<file path="src/scancode_to_ascii_key_fifo_top_macros.svh">
// Assertion macros for the key ring RTL.
`ifndef SCANCODE_TO_ASCII_KEY_FIFO_TOP_MACROS_SVH
`define SCANCODE_TO_ASCII_KEY_FIFO_TOP_MACROS_SVH

`ifndef NO_ASSERTIONS
// Check a property on every rising clock edge outside reset.
`define SC2A_ASSERT(lbl, prop, msg) \
  lbl: assert property (@(posedge clk_i) disable iff (!rst_ni) (prop)) else $error(msg);
// Check that a condition implies a consequence in the next cycle.
`define SC2A_ASSERT_NEXT(lbl, ante, cons, msg) \
  lbl: assert property (@(posedge clk_i) disable iff (!rst_ni) (ante) |=> (cons)) \
    else $error(msg);
`else
`define SC2A_ASSERT(lbl, prop, msg)
`define SC2A_ASSERT_NEXT(lbl, ante, cons, msg)
`endif

`endif

</file>
<file path="src/sc2a_pkg.sv">
// Package with constants, action codes and the set-1 translation table.
`timescale 1ns / 1ps
package sc2a_pkg;

  localparam int unsigned CODE_W      = 8;
  localparam int unsigned CHAR_W      = 7;
  localparam int unsigned RELEASE_BIT = 7;

  localparam logic ACT_SCAN = 1'b0;
  localparam logic ACT_READ = 1'b1;

  localparam logic [CHAR_W-1:0] CH_NONE = 7'h00;
  localparam logic [CHAR_W-1:0] CH_BS   = 7'h08;
  localparam logic [CHAR_W-1:0] CH_TAB  = 7'h09;
  localparam logic [CHAR_W-1:0] CH_LF   = 7'h0A;
  localparam logic [CHAR_W-1:0] CH_ESC  = 7'h1B;

  // US layout, scancode set 1, make codes only; zero means "no character".
  function automatic logic [CHAR_W-1:0] set1_lookup(input logic [CODE_W-2:0] code);
    logic [CHAR_W-1:0] ch;
    ch = CH_NONE;
    unique case (code)
      7'h01: ch = CH_ESC;
      7'h02: ch = 7'h31;  // 1
      7'h03: ch = 7'h32;
      7'h04: ch = 7'h33;
      7'h05: ch = 7'h34;
      7'h06: ch = 7'h35;
      7'h07: ch = 7'h36;
      7'h08: ch = 7'h37;
      7'h09: ch = 7'h38;
      7'h0A: ch = 7'h39;
      7'h0B: ch = 7'h30;  // 0
      7'h0C: ch = 7'h2D;  // -
      7'h0D: ch = 7'h3D;  // =
      7'h0E: ch = CH_BS;
      7'h0F: ch = CH_TAB;
      7'h10: ch = 7'h71;  // q
      7'h11: ch = 7'h77;
      7'h12: ch = 7'h65;
      7'h13: ch = 7'h72;
      7'h14: ch = 7'h74;
      7'h15: ch = 7'h79;
      7'h16: ch = 7'h75;
      7'h17: ch = 7'h69;
      7'h18: ch = 7'h6F;
      7'h19: ch = 7'h70;  // p
      7'h1A: ch = 7'h5B;  // [
      7'h1B: ch = 7'h5D;  // ]
      7'h1C: ch = CH_LF;
      7'h1E: ch = 7'h61;  // a
      7'h1F: ch = 7'h73;
      7'h20: ch = 7'h64;
      7'h21: ch = 7'h66;
      7'h22: ch = 7'h67;
      7'h23: ch = 7'h68;
      7'h24: ch = 7'h6A;
      7'h25: ch = 7'h6B;
      7'h26: ch = 7'h6C;  // l
      7'h27: ch = 7'h3B;  // ;
      7'h28: ch = 7'h27;  // apostrophe
      7'h29: ch = 7'h60;  // backtick
      7'h2B: ch = 7'h5C;  // backslash
      7'h2C: ch = 7'h7A;  // z
      7'h2D: ch = 7'h78;
      7'h2E: ch = 7'h63;
      7'h2F: ch = 7'h76;
      7'h30: ch = 7'h62;
      7'h31: ch = 7'h6E;
      7'h32: ch = 7'h6D;  // m
      7'h33: ch = 7'h2C;  // ,
      7'h34: ch = 7'h2E;  // .
      7'h35: ch = 7'h2F;  // /
      7'h37: ch = 7'h2A;  // keypad *
      7'h39: ch = 7'h20;  // space
      default: ch = CH_NONE;
    endcase
    return ch;
  endfunction

endpackage

</file>
<file path="src/scancode_to_ascii_key_fifo_top.sv">
// Top level: set-1 scancode translator feeding a character ring with pop on request.
`timescale 1ns / 1ps
// Results: a scancode beat yields its (zero) result beat in the cycle after acceptance; a read
//   beat that pops passes the RAM read register and ST_READ before the result register.
// Rate: one beat per cycle for scancodes and empty reads while the result is not stalled; no
//   new beat is taken during a pop, set by the registered read port of the character RAM.
// Reset clears the pointers, the state machine and the output valid; the RAM keeps its
//   contents, which is safe because only written slots are ever read.
`include "scancode_to_ascii_key_fifo_top_macros.svh"

module scancode_to_ascii_key_fifo_top
  import sc2a_pkg::*;
#(
  parameter int unsigned DEPTH = 256
) (
  input  logic       clk_i,
  input  logic       rst_ni,
  // Input stream
  input  logic       s_axis_tvalid_i,
  output logic       s_axis_tready_o,
  input  logic [7:0] s_axis_tdata_i,   // [7:0] scan_code
  input  logic       s_axis_tuser_i,   // [0] action (0 = scancode, 1 = read)
  // Result stream
  output logic       m_axis_tvalid_o,
  input  logic       m_axis_tready_i,
  output logic [7:0] m_axis_tdata_o    // [6:0] character, [7] zero
);

  localparam int unsigned AW = $clog2(DEPTH);

  typedef enum logic [1:0] {
    ST_IDLE = 2'b01,
    ST_READ = 2'b10
  } state_e;

  state_e state_q, state_d;

  logic [AW-1:0]     wr_ptr_q, wr_ptr_d;
  logic [AW-1:0]     rd_ptr_q, rd_ptr_d;
  logic              out_valid_q, out_valid_d;
  logic [CHAR_W-1:0] out_char_q, out_char_d;

  logic              accept;
  logic              out_take;
  logic              is_make;
  logic [CHAR_W-1:0] mapped;
  logic [AW-1:0]     wr_nxt;
  logic              full;
  logic              empty;
  logic              wr_en;
  logic              rd_en;
  logic [CHAR_W-1:0] ram_rdata;

  // Wrap a ring pointer at DEPTH, which need not be a power of two.
  function automatic logic [AW-1:0] advance(input logic [AW-1:0] p);
    return (p == AW'(DEPTH - 1)) ? '0 : p + 1'b1;
  endfunction

  // Take a new beat only between pops and only when the result register is free
  // or drains in this cycle.
  assign out_take        = out_valid_q & m_axis_tready_i;
  assign s_axis_tready_o = (state_q == ST_IDLE) & (~out_valid_q | m_axis_tready_i);
  assign accept          = s_axis_tvalid_i & s_axis_tready_o;

  // Translate: drop release codes and codes without a character.
  assign is_make = ~s_axis_tdata_i[RELEASE_BIT];
  assign mapped  = set1_lookup(s_axis_tdata_i[CODE_W-2:0]);

  // One slot always stays empty, so equal pointers mean empty.
  assign wr_nxt = advance(wr_ptr_q);
  assign full   = (wr_nxt == rd_ptr_q);
  assign empty  = (wr_ptr_q == rd_ptr_q);

  assign wr_en = accept & (s_axis_tuser_i == ACT_SCAN) & is_make & (mapped != CH_NONE) & ~full;
  assign rd_en = accept & (s_axis_tuser_i == ACT_READ) & ~empty;

  // Pushes and pops never share a cycle, so no forwarding path is needed.
  sc2a_ram #(
    .DEPTH (DEPTH)
  ) u_ram (
    .clk_i   (clk_i),
    .we_i    (wr_en),
    .waddr_i (wr_ptr_q),
    .wdata_i (mapped),
    .re_i    (rd_en),
    .raddr_i (rd_ptr_q),
    .rdata_o (ram_rdata)
  );

  always_comb begin
    wr_ptr_d    = wr_en ? wr_nxt : wr_ptr_q;
    rd_ptr_d    = rd_en ? advance(rd_ptr_q) : rd_ptr_q;
    out_valid_d = out_valid_q;
    out_char_d  = out_char_q;
    state_d     = state_q;

    if (out_take) begin
      out_valid_d = 1'b0;
    end

    // Scancodes and empty reads answer at once with a zero character.
    if (accept && !rd_en) begin
      out_valid_d = 1'b1;
      out_char_d  = CH_NONE;
    end

    unique case (state_q)
      ST_IDLE: begin
        if (rd_en) begin
          state_d = ST_READ;
        end
      end
      ST_READ: begin
        // RAM data is ready now; load the popped character.
        out_valid_d = 1'b1;
        out_char_d  = ram_rdata;
        state_d     = ST_IDLE;
      end
      default: begin
        state_d = ST_IDLE;
      end
    endcase
  end

  always_ff @(posedge clk_i or negedge rst_ni) begin
    if (!rst_ni) begin
      state_q     <= ST_IDLE;
      wr_ptr_q    <= '0;
      rd_ptr_q    <= '0;
      out_valid_q <= 1'b0;
    end else begin
      state_q     <= state_d;
      wr_ptr_q    <= wr_ptr_d;
      rd_ptr_q    <= rd_ptr_d;
      out_valid_q <= out_valid_d;
    end
  end

  always_ff @(posedge clk_i) begin
    out_char_q <= out_char_d;
  end

  assign m_axis_tvalid_o = out_valid_q;
  assign m_axis_tdata_o  = {1'b0, out_char_q};

  `SC2A_ASSERT(a_read_slot_free, (state_q == ST_READ) |-> !out_valid_q, "pop with busy output")
  `SC2A_ASSERT_NEXT(a_accept_answers, accept, (state_q == ST_READ) || out_valid_q, "no result")
  `SC2A_ASSERT_NEXT(a_push_nonempty, wr_en, wr_ptr_q != rd_ptr_q, "ring empty after push")
  `SC2A_ASSERT(a_pop_nonempty, rd_en |-> (wr_ptr_q != rd_ptr_q), "pop from empty ring")

endmodule

</file>
<file path="src/sc2a_ram.sv">
// Character store: one write port, one read port, registered read data.
`timescale 1ns / 1ps
module sc2a_ram
  import sc2a_pkg::*;
#(
  parameter int unsigned DEPTH = 256
) (
  input  logic                     clk_i,
  input  logic                     we_i,
  input  logic [$clog2(DEPTH)-1:0] waddr_i,
  input  logic [CHAR_W-1:0]        wdata_i,
  input  logic                     re_i,
  input  logic [$clog2(DEPTH)-1:0] raddr_i,
  output logic [CHAR_W-1:0]        rdata_o
);

  logic [CHAR_W-1:0] mem [DEPTH];
  logic [CHAR_W-1:0] rdata_q;

  always_ff @(posedge clk_i) begin
    if (we_i) begin
      mem[waddr_i] <= wdata_i;
    end
  end

  always_ff @(posedge clk_i) begin
    if (re_i) begin
      rdata_q <= mem[raddr_i];
    end
  end

  assign rdata_o = rdata_q;

endmodule

</file>
<file path="config.mk">
export PLATFORM = sky130hd
export DESIGN_NAME = scancode_to_ascii_key_fifo_top
export DESIGN_NICKNAME = d
export VERILOG_FILES = /design/src/sc2a_pkg.sv /design/src/scancode_to_ascii_key_fifo_top.sv /design/src/sc2a_ram.sv
export VERILOG_INCLUDE_DIRS = /design/src /design/src/src
export SDC_FILE = /design/constraint.sdc
export NUM_CORES = 2
export LEC_CHECK = 0
export ABC_CLOCK_PERIOD_IN_PS = 4400
export BUFFER_PORTS_ARGS = -buffer_cell sky130_fd_sc_hd__buf_2
export CAP_MARGIN = 25
export CORE_MARGIN = 10
export CORE_UTILIZATION = 39
export DETAILED_ROUTE_END_ITERATION = 6
export GPL_ROUTABILITY_DRIVEN = 0
export PLACE_DENSITY = 0.5
export REMOVE_ABC_BUFFERS = 1
export SLEW_MARGIN = 25
export SYNTH_ARGS = -nofsm -noshare
export SYNTH_HDL_FRONTEND = slang
export SYNTH_SLANG_ARGS = --single-unit
</file>
<file path="constraint.sdc">
create_clock -name clk_i -period 4.4 [get_ports clk_i]
set_input_delay 0.44 -clock clk_i [delete_from_list [all_inputs] [get_ports clk_i]]
set_output_delay 0.44 -clock clk_i [all_outputs]
set_load 0.005 [all_outputs]
</file>
-- Word level (Yosys, flattened, before mapping)
Memories as Yosys holds them, arrays and structs flattened. A register that Yosys moved wholly into a read port is not among the register bits.
Index checks and enable logic that the tools add are counted.
- register bits: 26
- memory bits (writable): 1792
- bits in read-only memories: 448
- input port bits: 13
- output and inout bits: 10
- word-level logic and storage cells: 48
- memories kept: 2
- memories (memory ; depth ; bits a word ; rd ports ; clocked after Yosys merged registers in ; wr ports ; line ; source):
    u_ram.mem ; 256 ; 7 ; 1 ; 1 ; 1 ; sc2a_ram.sv:17 ; logic [CHAR_W-1:0] mem [DEPTH];
    (name not given) ; 64 ; 7 ; 1 ; 0 ; 0 ; sc2a_pkg.sv:22 ; unique case (code)
- $add $sub $neg: 2
- equality and inequality tests: 7
- muxes and demuxes: 12
- bitwise logic cells: 15
- reduce and logical (&&, ||, !) cells: 5
- operators with widths (kind ; number):
    2-to-1 mux 7 bit ; 3
    adder 8 x 1 -> 8 bit (second input constant) ; 2
    equality test 8 bit ; 2
    equality test 8 bit (second input constant) ; 2
    2-to-1 mux 8 bit ; 2
    AND 1 bit ; 9
    nonzero test 7 bit ; 1
    2-to-1 mux 1 bit ; 5
    NOT 1 bit ; 5
    2-to-1 mux 2 bit ; 2
    nonzero test 3 bit ; 1
    equality test 2 x 1 -> 1 bit (second input constant) ; 1
    equality test 2 bit (second input constant) ; 1
    != test 2 bit (second input constant) ; 1
    nonzero test 2 bit ; 1
    logical AND 1 bit ; 1
    logical NOT 1 bit ; 1
    OR 1 bit ; 1

-- Longest topological paths before layout
- depth in word-level cells: 10
- mapped depth: 13
- mapped depth without buffers: 9

-- Hierarchy
A second synthesis with hierarchy kept.
- cell total of the unflattened synthesis: 3651
- area, all modules: 72663.4 µm²
- modules (own cells, without submodules) (module ; times used ; cells each ; area an instance (µm²) ; sequential area each (µm²)):
    sc2a_ram ; 1 ; 3381 ; 70267.4 ; 54021.8
    scancode_to_ascii_key_fifo_top ; 1 ; 270 ; 2396.0 ; 686.9

-- Worst setup path before layout
Ideal clock, no wire load.
- path kind: input to register
- start point: input s_axis_tdata_i[0]
- end point: memory u_ram.mem[0][3] (data pin)
- setup time: 4.495 ns
- data arrival time: 23.305 ns
- required time: -0.095 ns
- path slack: -23.400 ns
- cell stages on the path: 6
- buffers on the path: 1
- cells stage by stage: clkbuf_1 > inv_1 > ha_1 > o21ai_0 > o311a_1 > a2111oi_0
- word-level cells in the longest chain between the ends: 2
- RTL lines (what ; line ; source):
    start, declared ; scancode_to_ascii_key_fifo_top.sv:21 ; input logic [7:0] s_axis_tdata_i,
    memory read (64 x 7 bit) ; n/a ;
    2-to-1 mux 7 bit ; sc2a_pkg.sv:22 ;
    net mapped[3] ; scancode_to_ascii_key_fifo_top.sv:46 ; logic [CHAR_W-1:0] mapped;
    end, declared ; sc2a_ram.sv:17 ;
The timed path passes the listed nets, and every way through them passes these cells.

-- Final worst setup path
- start point: register wr_ptr_q[4]
- end point: memory u_ram.mem[111][1] (enable)
- word-level cells in the longest chain between the ends: 7
- elaborated cells between the ends (all ways): 8
- classes of those cells: add/sub: 1; eq/ne: 2; mux: 3; bitwise: 2
- RTL lines (what ; line ; source):
    start, declared ; scancode_to_ascii_key_fifo_top.sv:38 ; logic [AW-1:0] wr_ptr_q, wr_ptr_d;
    start signal, assigned ; scancode_to_ascii_key_fifo_top.sv:133 ; wr_ptr_q <= wr_ptr_d;
    adder 8 x 1 -> 8 bit or equality test 8 bit (tied branches) ; scancode_to_ascii_key_fifo_top.sv:56 ; return (p == AW'(DEPTH - 1)) ? '0 : p + 1'b1;
    2-to-1 mux 8 bit ; scancode_to_ascii_key_fifo_top.sv:56 ;
    equality test 8 bit ; scancode_to_ascii_key_fifo_top.sv:71 ; assign full = (wr_nxt == rd_ptr_q);
    NOT 1 bit ; scancode_to_ascii_key_fifo_top.sv:74 ; assign wr_en = accept & (s_axis_tuser_i == ACT_SCAN) & is_make & (mapped != CH_NONE) & ~full;
    AND 1 bit ; scancode_to_ascii_key_fifo_top.sv:74 ;
    2-to-1 mux 1 bit ; sc2a_ram.sv:21 ; if (we_i) begin
    2-to-1 mux 1 bit (not written as such) ; sc2a_ram.sv:22 ; mem[waddr_i] <= wdata_i;
Parallel ways exist; a longest one is shown, timed or not.

==> flow_summary.yaml <==
power:
  leakagePower_nw: 25.36
  pwr-share-clk: 0.318
  switching_share: 0.3104
  p_int_w: 0.03374
  ir_drop_uv: 373.0
  netSwitchingPower_w: 0.01519
  fin_total_pwr_w: 0.04894
  pwr-share-seq: 0.404
  power_density_nw_per_um2: 592.3
  comb_power_share: 0.278
synthesis:
  netlist_instances: 3677
  synthArstFlopShare: 0.01041
  yosysTopAreaCell: "edfxtp_1"
  ys_ff_latch: 1825
  yosys-top-cells-area: "edfxtp_1 75%, mux4_2 12%, mux2i_1 2.6%"
  synth-seq-area-share: 0.7521
  synth_commonest_cells: "1806 x edfxtp_1, 397 x mux4_2, 296 x nor2_1, 188 x mux2i_1, 163 x nand2_1"
  synth_top_area_share: 0.7455
  synth_edf_count: 1806
  ys_warn_count: 0
  syn-cell-area_um2: 72750
  synthFlopType: "edfxtp_1"
  synth_cell_types: 78
  yosysMostFrequentCell: "edfxtp_1"
  synth.avg_cell_area_um2: 19.78
status:
  status: "completed"
hold_path:
  min_path_type: "input pin to flip-flop"
global_routing:
  use_met3: 0.03343
  grt_overflow_total: 0
  grt_pass1_vias: 37830
  gr-usage-all-layers: 0.1922
  met1_usage: 0.2765
  antenna_found_initial: 6
  use_met2: 0.3019
  grt_max_degree: 169
  grt-busiest-layer: "met2"
  grt_pass1_wl_um: 286400
cts:
  cts_tree: "yes"
  cts.reportedPaths.clkPinSlew_ns: 0.06
  cts_root_buf: "clkbuf_16"
  cts_buffers: 185
  cts_max_level: 4
  ctsLongestPathBuffers: 3
  clock_sinks: 1825
  clock_latency_ns: 0.84
detailed_routing:
  dr_total_vias: 36760
  drc: 0
  drt-initial-drc-count: 3698
  post_drt_wl_per_cell_um: 30.75
  vias_per_cell: 5.671
  first_pass_iters: 5
  final_antenna_net_count: 0
  drt_wl_total_um: 199300
die:
  dieArea_um2: 204200
  rows: 158
  core-area_um2: 185400
  ios: 23
  die_h_um: 451.9
  die_w_um: 451.9
  initial_utilization: 0.3923
sta:
  hold_viol_final: 0
  fin_tns_setup_ns: 0
  rsz0062_at_grt: "false"
  fin_hold_ws_ns: 0.05391
  period_minus_slack_ns: 3.862
  fin_skew_ns: 0.03273
  timing.slew.headroom: 0.3614
  worstMarginPinSlew_ns: 0.9578
  fin_crit_sh: 0.8778
  clock.fmax_mhz: 258.9
  finalSetupViolations: 0
  finalMaxSlewViolations: 0
placed_design:
  placed_cells: 6136
  port_buffers: 21
  hpwlAfterDp_um: 121500
finish:
  utilization: 0.4456
  syn_to_final_growth_pct: 13.58
  nFillCells: 15940
  n_antenna_cell: 0
  nNetsFinal: 3876
  drive_above_1_share: 0.2276
  fin_cells: 6483
critical_path:
  worstPathArrival_ns: 4.38
  required_ns: 4.92
  end_kind: "flip-flop"
  worstPathMaxFanout: 13
  startpoint_type: "flip-flop"
  critical_path_class: "flip-flop to flip-flop"
  rrSetupSlack_ns: 0.54
job:
  maxCapViolations: 0
-- power by group through the flow --
stage	logic, W	registers [W]	clock network, W
after floorplan	0.00558	0.0206	0
after global placement	0.0138	0.0202	0
after detailed placement	0.0137	0.0202	0
after CTS	0.0138	0.0198	0.0159
after global routing	0.0143	0.0198	0.0166
final	0.0136	0.0198	0.0156
-- cells in the final DEF (no fill, tap or decap), types with 18 or more instances in the layout --
| cell | count |
|---|---|
| edfxtp_1 | 1806 |
| mux4_2 | 397 |
| nor2_1 | 291 |
| mux2i_1 | 188 |
| clkbuf_16 | 188 |
| nand2_1 | 162 |
| buf_4 | 153 |
| a21oi_1 | 54 |
| a22oi_1 | 51 |
| clkbuf_1 | 48 |
| o21ai_0 | 46 |
| clkinv_1 | 41 |
| a221oi_1 | 40 |
| buf_12 | 37 |
| o221ai_1 | 32 |
| nor3_1 | 32 |
| clkinv_2 | 28 |
| nand2b_1 | 22 |
| buf_2 | 21 |
| nor2b_1 | 20 |
| nand3_1 | 19 |
| o22ai_1 | 18 |
-- layout make-up --
cell class,count,area [um2],area share
clock buffer,245,5009,0.06062
clock inverter,99,938.4,0.01136
multi-input combinational,1603,16750,0.2028
timing repair buffer,214,2026,0.02452
tap,2480,3103,0.03756
inverter,17,66.31,0.0008026
sequential,1825,54730,0.6624
-- per-layer routing --
metal	vias up	part of all wire
li1	15490	-
met1	19760	0.44
met2	1217	0.47
met3	296	0.060
met4	8	0.026
met5	-	0.00026
-- timing repair --
action                                 4_1_cts  5_1_grt
hold buffers                                 2        0
gates resized for setup                      0        0
endpoints found under the hold margin       20        0
buffers inserted                             0        0
-- worst max-delay path: stages, from the launching register on --
cell	delay (ns)
dfrtp_1	0.83
and4_1	0.44
nand2_1	0.10
a31oi_1	0.29
xor2_1	0.12
a31oi_2	0.18
buf_4	0.27
nand4_4	0.41
buf_4	0.39
nor3_1	0.26
buf_4	0.22
-- metrics by stage --
| step | instance area (um2) | setup WS (ns) |
|---|---|---|
| after global routing | 82620 | 0.3887 |
| after detailed placement | 76630 | 0.3788 |
| after CTS | 82600 | 0.5420 |
| after floorplan | 71370 | -23.21 |
| after global placement | 76620 | 0.4409 |
| final | 82620 | 0.5379 |
-- flip-flops by register name (all words and copies together), names as in the netlist --
| register | flops |
|---|---|
| m_axis_tvalid_o | 1 |
| out_char_q | 7 |
| state_q | 2 |
| u_ram.mem | 1792 |
| u_ram.rdata_o | 7 |
| wr_ptr_q | 8 |
| rd_ptr_q | 8 |
-- worst paths after layout --
path	startpoint	end	depth (start not counted)
setup / recovery	wr_ptr_q[4]	u_ram.mem[111][1]	10
hold / removal	s_axis_tuser_i	state_q[0]	3
setup reg to reg	wr_ptr_q[4]	u_ram.mem[111][1]	10
hold reg to reg	m_axis_tvalid_o	m_axis_tvalid_o	2
max in group asynchronous	rst_ni	rd_ptr_q[4]	2
min in group asynchronous	rst_ni	rd_ptr_q[3]	2
-- cells by family (layout without fill, tap and decap cells) --
family / after synthesis / count (layout) / share of synthesized area
adders and majority gates: 17 / 17 / 0.002924
other: 1 / 1 / 0.00005155
xor gates and xnor gates: 21 / 21 / 0.002528
and+or+nand+nor: 614 / 614 / 0.03725
buffers and inverters: 249 / 575 / 0.01976
DFF: 1825 / 1825 / 0.7521
AOI/OAI and AO/OA: 361 / 361 / 0.03603
muxes: 589 / 589 / 0.1494
No activity file was read; power rests on OpenSTA's default activity.
